===== config.mk =====
export PLATFORM = sky130hd
export DESIGN_NAME = oaht_mod_unit
export DESIGN_NICKNAME = d
export VERILOG_FILES = /design/src/hdl/open_addressing_hash_table_assert.svh /design/src/hdl/oaht_pkg.sv /design/src/hdl/oaht_mod_unit.sv
export SDC_FILE = /design/constraint.sdc
export NUM_CORES = 1
export LEC_CHECK = 0
export BUFFER_PORTS_ARGS = -buffer_cell sky130_fd_sc_hd__clkbuf_2
export CORE_MARGIN = 4
export CORE_UTILIZATION = 47
export CTS_BUF_LIST = sky130_fd_sc_hd__clkbuf_4 sky130_fd_sc_hd__clkbuf_8 sky130_fd_sc_hd__clkbuf_16
export DETAILED_ROUTE_END_ITERATION = 8
export GPL_TIMING_DRIVEN = 0
export PLACE_DENSITY_LB_ADDON = 0.3
export SKIP_LAST_GASP = 1
export SYNTH_ARGS = -nofsm -noshare
export SYNTH_HDL_FRONTEND = slang
export SYNTH_SLANG_ARGS = --single-unit

===== constraint.sdc =====
create_clock -name clock -period 8 [get_ports clock]
set_clock_uncertainty 0.15 [all_clocks]
set_input_delay 0.4 -clock clock [delete_from_list [all_inputs] [get_ports clock]]
set_output_delay 0.4 -clock clock [all_outputs]
set_load 0.005 [all_outputs]

===== src/hdl/open_addressing_hash_table_assert.svh =====
// assertion macros for the hash table block
`ifndef OPEN_ADDRESSING_HASH_TABLE_ASSERT_SVH
`define OPEN_ADDRESSING_HASH_TABLE_ASSERT_SVH

// same-cycle implication
`define OAHT_ASSERT_NOW(label, clk, rst, ante, cons, msg) \
   label: assert property (@(posedge clk) disable iff (rst) (ante) |-> (cons)) \
      else $error(msg);

// next-cycle implication
`define OAHT_ASSERT_NEXT(label, clk, rst, ante, cons, msg) \
   label: assert property (@(posedge clk) disable iff (rst) (ante) |=> (cons)) \
      else $error(msg);

`endif


===== src/hdl/oaht_pkg.sv =====
// shared types and constants of the hash table block
`default_nettype none

package oaht_pkg;

   localparam int KEY_W      = 31;
   localparam int CFG_W      = 9;
   localparam int PW         = 10;
   localparam int CSR_IDX_W  = 2;
   localparam int SLOT_OUT_W = 8;
   localparam int STEP_BITS  = 4;
   localparam int DIV_STEPS  = 8;
   localparam int DIV_CNT_W  = 3;
   localparam int SIZE_MAX   = 511;

   typedef enum logic [0:0] {
      OP_INSERT = 1'b0,
      OP_SEARCH = 1'b1
   } op_type;

   typedef enum logic [1:0] {
      ST_INSERTED  = 2'd0,
      ST_FULL      = 2'd1,
      ST_FOUND     = 2'd2,
      ST_NOT_FOUND = 2'd3
   } status_type;

   typedef enum logic [CSR_IDX_W-1:0] {
      CSR_TABLE_SIZE = 2'd0,
      CSR_PROBE_MODE = 2'd1
   } csr_index_type;

   typedef enum logic [3:0] {
      S_CLEAR = 4'b0001,
      S_IDLE  = 4'b0010,
      S_HASH  = 4'b0100,
      S_PROBE = 4'b1000
   } state_type;

   typedef struct packed {
      logic             valid;
      logic [KEY_W-1:0] key;
   } slot_entry_type;

   typedef struct packed {
      logic          done;
      logic [PW-1:0] remainder;
   } hash_result_type;

endpackage

`default_nettype wire


===== src/hdl/oaht_mod_unit.sv =====
// iterative key modulo table size, four quotient bits per cycle
`default_nettype none

module oaht_mod_unit (
   input  wire logic                    clock,
   input  wire logic                    reset,
   input  wire logic                    start,
   input  wire logic [oaht_pkg::KEY_W-1:0] dividend,
   input  wire logic [oaht_pkg::PW-1:0]    divisor,
   output oaht_pkg::hash_result_type    result
);
   import oaht_pkg::*;

   localparam int SHIFT_W = STEP_BITS * DIV_STEPS;

   logic                 busy_ff, busy_in;
   logic                 done_ff, done_in;
   logic [DIV_CNT_W-1:0] cnt_ff, cnt_in;
   logic [SHIFT_W-1:0]   shift_ff, shift_in;
   logic [PW-1:0]        rem_ff, rem_in;
   logic [PW-1:0]        div_ff, div_in;
   logic [PW-1:0]        rem_step;

   always_comb begin
      logic [PW-1:0] tmp;
      rem_step = rem_ff;
      for (int b = 0; b < STEP_BITS; b++) begin
         tmp = {rem_step[PW-2:0], shift_ff[SHIFT_W-1-b]};
         rem_step = (tmp >= div_ff) ? tmp - div_ff : tmp;
      end
   end

   always_comb begin
      busy_in  = busy_ff;
      done_in  = 1'b0;
      cnt_in   = cnt_ff;
      shift_in = shift_ff;
      rem_in   = rem_ff;
      div_in   = div_ff;
      if (start) begin
         busy_in  = 1'b1;
         cnt_in   = '0;
         shift_in = SHIFT_W'(dividend);
         rem_in   = '0;
         div_in   = divisor;
      end else if (busy_ff) begin
         rem_in   = rem_step;
         shift_in = shift_ff << STEP_BITS;
         cnt_in   = cnt_ff + DIV_CNT_W'(1);
         if (cnt_ff == DIV_CNT_W'(DIV_STEPS - 1)) begin
            busy_in = 1'b0;
            done_in = 1'b1;
         end
      end
   end

   always_ff @(posedge clock) begin
      if (reset) begin
         busy_ff <= 1'b0;
         done_ff <= 1'b0;
         cnt_ff  <= '0;
      end else begin
         busy_ff <= busy_in;
         done_ff <= done_in;
         cnt_ff  <= cnt_in;
      end
      shift_ff <= shift_in;
      rem_ff   <= rem_in;
      div_ff   <= div_in;
   end

   assign result.done      = done_ff;
   assign result.remainder = rem_ff;

endmodule

`default_nettype wire


==> qor.yml <==
pwr:
  power_frac_comb_pct: 67.6
  switching_power_uw: 901
  netSwitchingFraction_pct: 44.6
  p_int_mw: 1.12
  seqPwrFrac_pct: 19.4
  powerDensity_mw_per_mm2: 398
  clock_power_share_pct: 13.0
  power.leakage_nw: 2.27
  irDropWorstVdd_mv: 0.177
cts:
  htree_levels: 3
  cts-root-buf: "clkbuf_8"
  cts_buffers: 9
  cts_buffer_depth: 2
  clock_latency_ns: 0.35
  cts.clk_slew.worst_paths_ns: 0.06
  cts.sinks: 57
  tritoncts: "done"
sta:
  fin_crit_ns: 7.76
  setup_ws_ns: 0.241
  whs_ns: 0.0850
  finalCritPeriodShare_pct: 97.0
  slew_headroom_pct: 22.0
  worst_slew_pin_slew_ns: 1.17
  hold_viol: 0
  drv_slew: 0
  max_freq_mhz: 129
  setup_viol: 0
yosys:
  synth_top_area_share_pct: 28.8
  avgSynthCellArea_sq_um: 10.2
  ys_top_cells_by_area: "edfxtp_1, ha_1, mux2_2"
  syn_nets: 509
  ys_types: 60
  ys_seq_elements: 57
  async_flop_share_pct: 0
  ys_warn_count: 0
  yosys.area.top_type: "edfxtp_1"
  ys_seq_area_share_pct: 36.3
  syn_area_sq_mm: 0.00428
  ys.flop_type: "edfxtp_1"
  synth-edff-count: 41
  netlist_instances: 419
worst_setup_path:
  cpMaxStageDelayCell: "edfxtp_1"
  required_ns: 8.07
  r2r_cells: 30
  rrSetupSlack_ns: 0.24
  r2r_end: "rem_ff[1]"
  crit_fanout: 10
  path_class: "register to register"
  arrival_ns: 7.83
  cpPeakStageDelay_ns: 0.45
  startpoint_type: "register"
  cp-end-kind: "register"
  crit_end: "rem_ff[1]"
  startpoint: "div_ff[0]"
  reg2reg_from: "div_ff[0]"
detailed_routing:
  routedWlPerCell_um: 17.6
  ant_nets: 0
  num_vias: 3541
  first_pass_iters: 5
  route.detailed.drc: 0
  vias_per_cell: 5.83
  wl_um: 10700
  drt_iter0_drc: 251
placement:
  place_congestion: 0.871
  dpl.hpwl_um: 7780
  place_ws_ns: -1.02
  numPortBuffers: 54
  placed_cells: 581
run:
  max_cap_viol_count: 0
layout:
  multi_input_area_sq_mm: 0.00268
  antenna_cells: 0
  fillers: 767
  layout-drive-gt1-share_pct: 29.5
  layout_commonest_cell: "clkbuf_2"
  final_cell_mix: "clkbuf_2, edfxtp_1, ha_1"
  area_growth_pct: 18.8
  seq_area_sq_mm: 0.00155
  nets: 584
  fin_cells: 607
worst_hold_path:
  hold_path.class: "primary input to register"
floorplanning:
  die_w_um: 103
  core_sq_mm: 0.00881
  dieArea_sq_mm: 0.0107
  rows: 34
  start_util_pct: 48.6
  io_pins: 55
  die-height_um: 103
grt:
  grt_first_pass_wirelength_um: 16600
  grt_pass1_vias: 3366
  grt.overflow.total: 0
  antenna_found_initial: 0
  grt_max_degree: 32
  grt_use_total_pct: 20.5
outcome:
  status: "finished, final reports clean"
[state kept, by name, summed over array words and instances (netlist names)]
register	count
shift_ff	32
div_ff	10
rem_ff	10
cnt_ff	3
busy_ff	1
done_ff	1
[per-stage QoR]
step / setup TNS, ns / cell area (sq um) / power (mW) / utilization (%)
final: 0 / 5080 / 2.02 / 57.7
after global routing: -0.136 / 5080 / 2.16 / 57.7
after CTS: 0 / 4960 / 1.89 / 56.3
after detailed placement: -8.12 / 4680 / 1.56 / 53.2
after global placement: -6.21 / 4680 / 1.53 / 53.2
after floorplan: 0 / 4280 / 1.31 / -
[power groups by stage]
stage | logic, mW | clock network [mW] | registers [mW]
floorplan | 0.921 | 0 | 0.387
global placement | 1.13 | 0 | 0.395
detailed placement | 1.17 | 0 | 0.397
CTS | 1.23 | 0.269 | 0.391
global route | 1.49 | 0.281 | 0.397
finish | 1.37 | 0.263 | 0.393
[timing repair]
action | 4_1_cts | 5_1_grt
hold buffers | 0 | 0
pin swaps | 2 | 5
gates resized for setup | 14 | 17
hold endpoints to repair | 0 | 0
buffers inserted | 3 | 7
setup endpoints to repair | 10 | 10
[worst min path at each step]
stage / startpoint / end / slack [ns] / cells past startpoint
after floorplan: shift_ff[27] / shift_ff[31] / 0.31 / 2
final: divisor[9] / div_ff[9] / 0.08 / 1
after detailed placement: shift_ff[27] / shift_ff[31] / 0.34 / 2
after global routing: divisor[1] / div_ff[1] / 0.06 / 1
after global placement: shift_ff[27] / shift_ff[31] / 0.32 / 2
after CTS: divisor[9] / div_ff[9] / 0.07 / 1
[cell usage after synthesis, types with 2 or more instances]
cell type	n
clkbuf_1	4
a311oi_1	2
and4_1	2
or3_1	2
o21a_1	4
mux2i_1	8
a32o_1	3
a21o_1	10
nor2_1	36
a32oi_1	2
o21ai_0	17
nor3_1	16
ha_1	42
a211oi_1	6
buf_6	2
nand2_1	18
nor2b_1	8
o2111ai_1	2
dfxtp_1	16
a31oi_1	5
a21oi_1	17
xnor2_1	16
nand4_1	6
nand3b_1	2
mux2_4	2
a21boi_0	4
edfxtp_1	41
buf_1	3
fa_1	4
and2_1	5
or2_2	4
mux2_2	35
xor2_1	8
o31ai_1	4
and3_1	2
nand3_1	3
a211o_1	2
inv_1	28
o41ai_1	2
nand2b_1	5
nor3b_1	2
[metal layers]
metal	vias to the layer above	global-route usage, %	part of all wire, %	wire (um)
met5	-	0	0	0
met4	0	8.86	3.1	332
met3	26	4.83	6.9	740
met2	131	31.4	46	4960
met1	1669	27.8	44	4660
li1	1715	-	-	-
[worst max-delay path: cells and delay by family, from the launching register on]
kind / cells / cell delay (ns)
simple gates: 4 / 0.62
mux: 4 / 1.38
fa+ha+maj: 5 / 1.69
flops: 1 / 0.45
buf+inv: 6 / 0.93
compound gates: 11 / 2.38
[cell families after synthesis]
kind of cell             after synthesis  synth area share [%]
AND/OR/NAND/NOR                      113                  13.1
AO/OA/AOI/OAI                         95                  15.9
flip-flops                            57                  36.3
adder cells (fa/ha/maj)               46                  14.2
multiplexers                          45                  11.8
buffers and inverters                 39                  3.89
XOR/XNOR                              24                  4.91
[final cells by class]
class	count	share of cell area (%)
clock buffers	10	2.59
inverters	28	2.14
flip-flops and latches	57	30.5
plain buffers	11	1.40
clock inverters	6	1.16
multi-input cells	323	52.7
repair buffers	64	6.80
well taps	108	2.66
No activity file was read; power rests on OpenSTA's default activity.
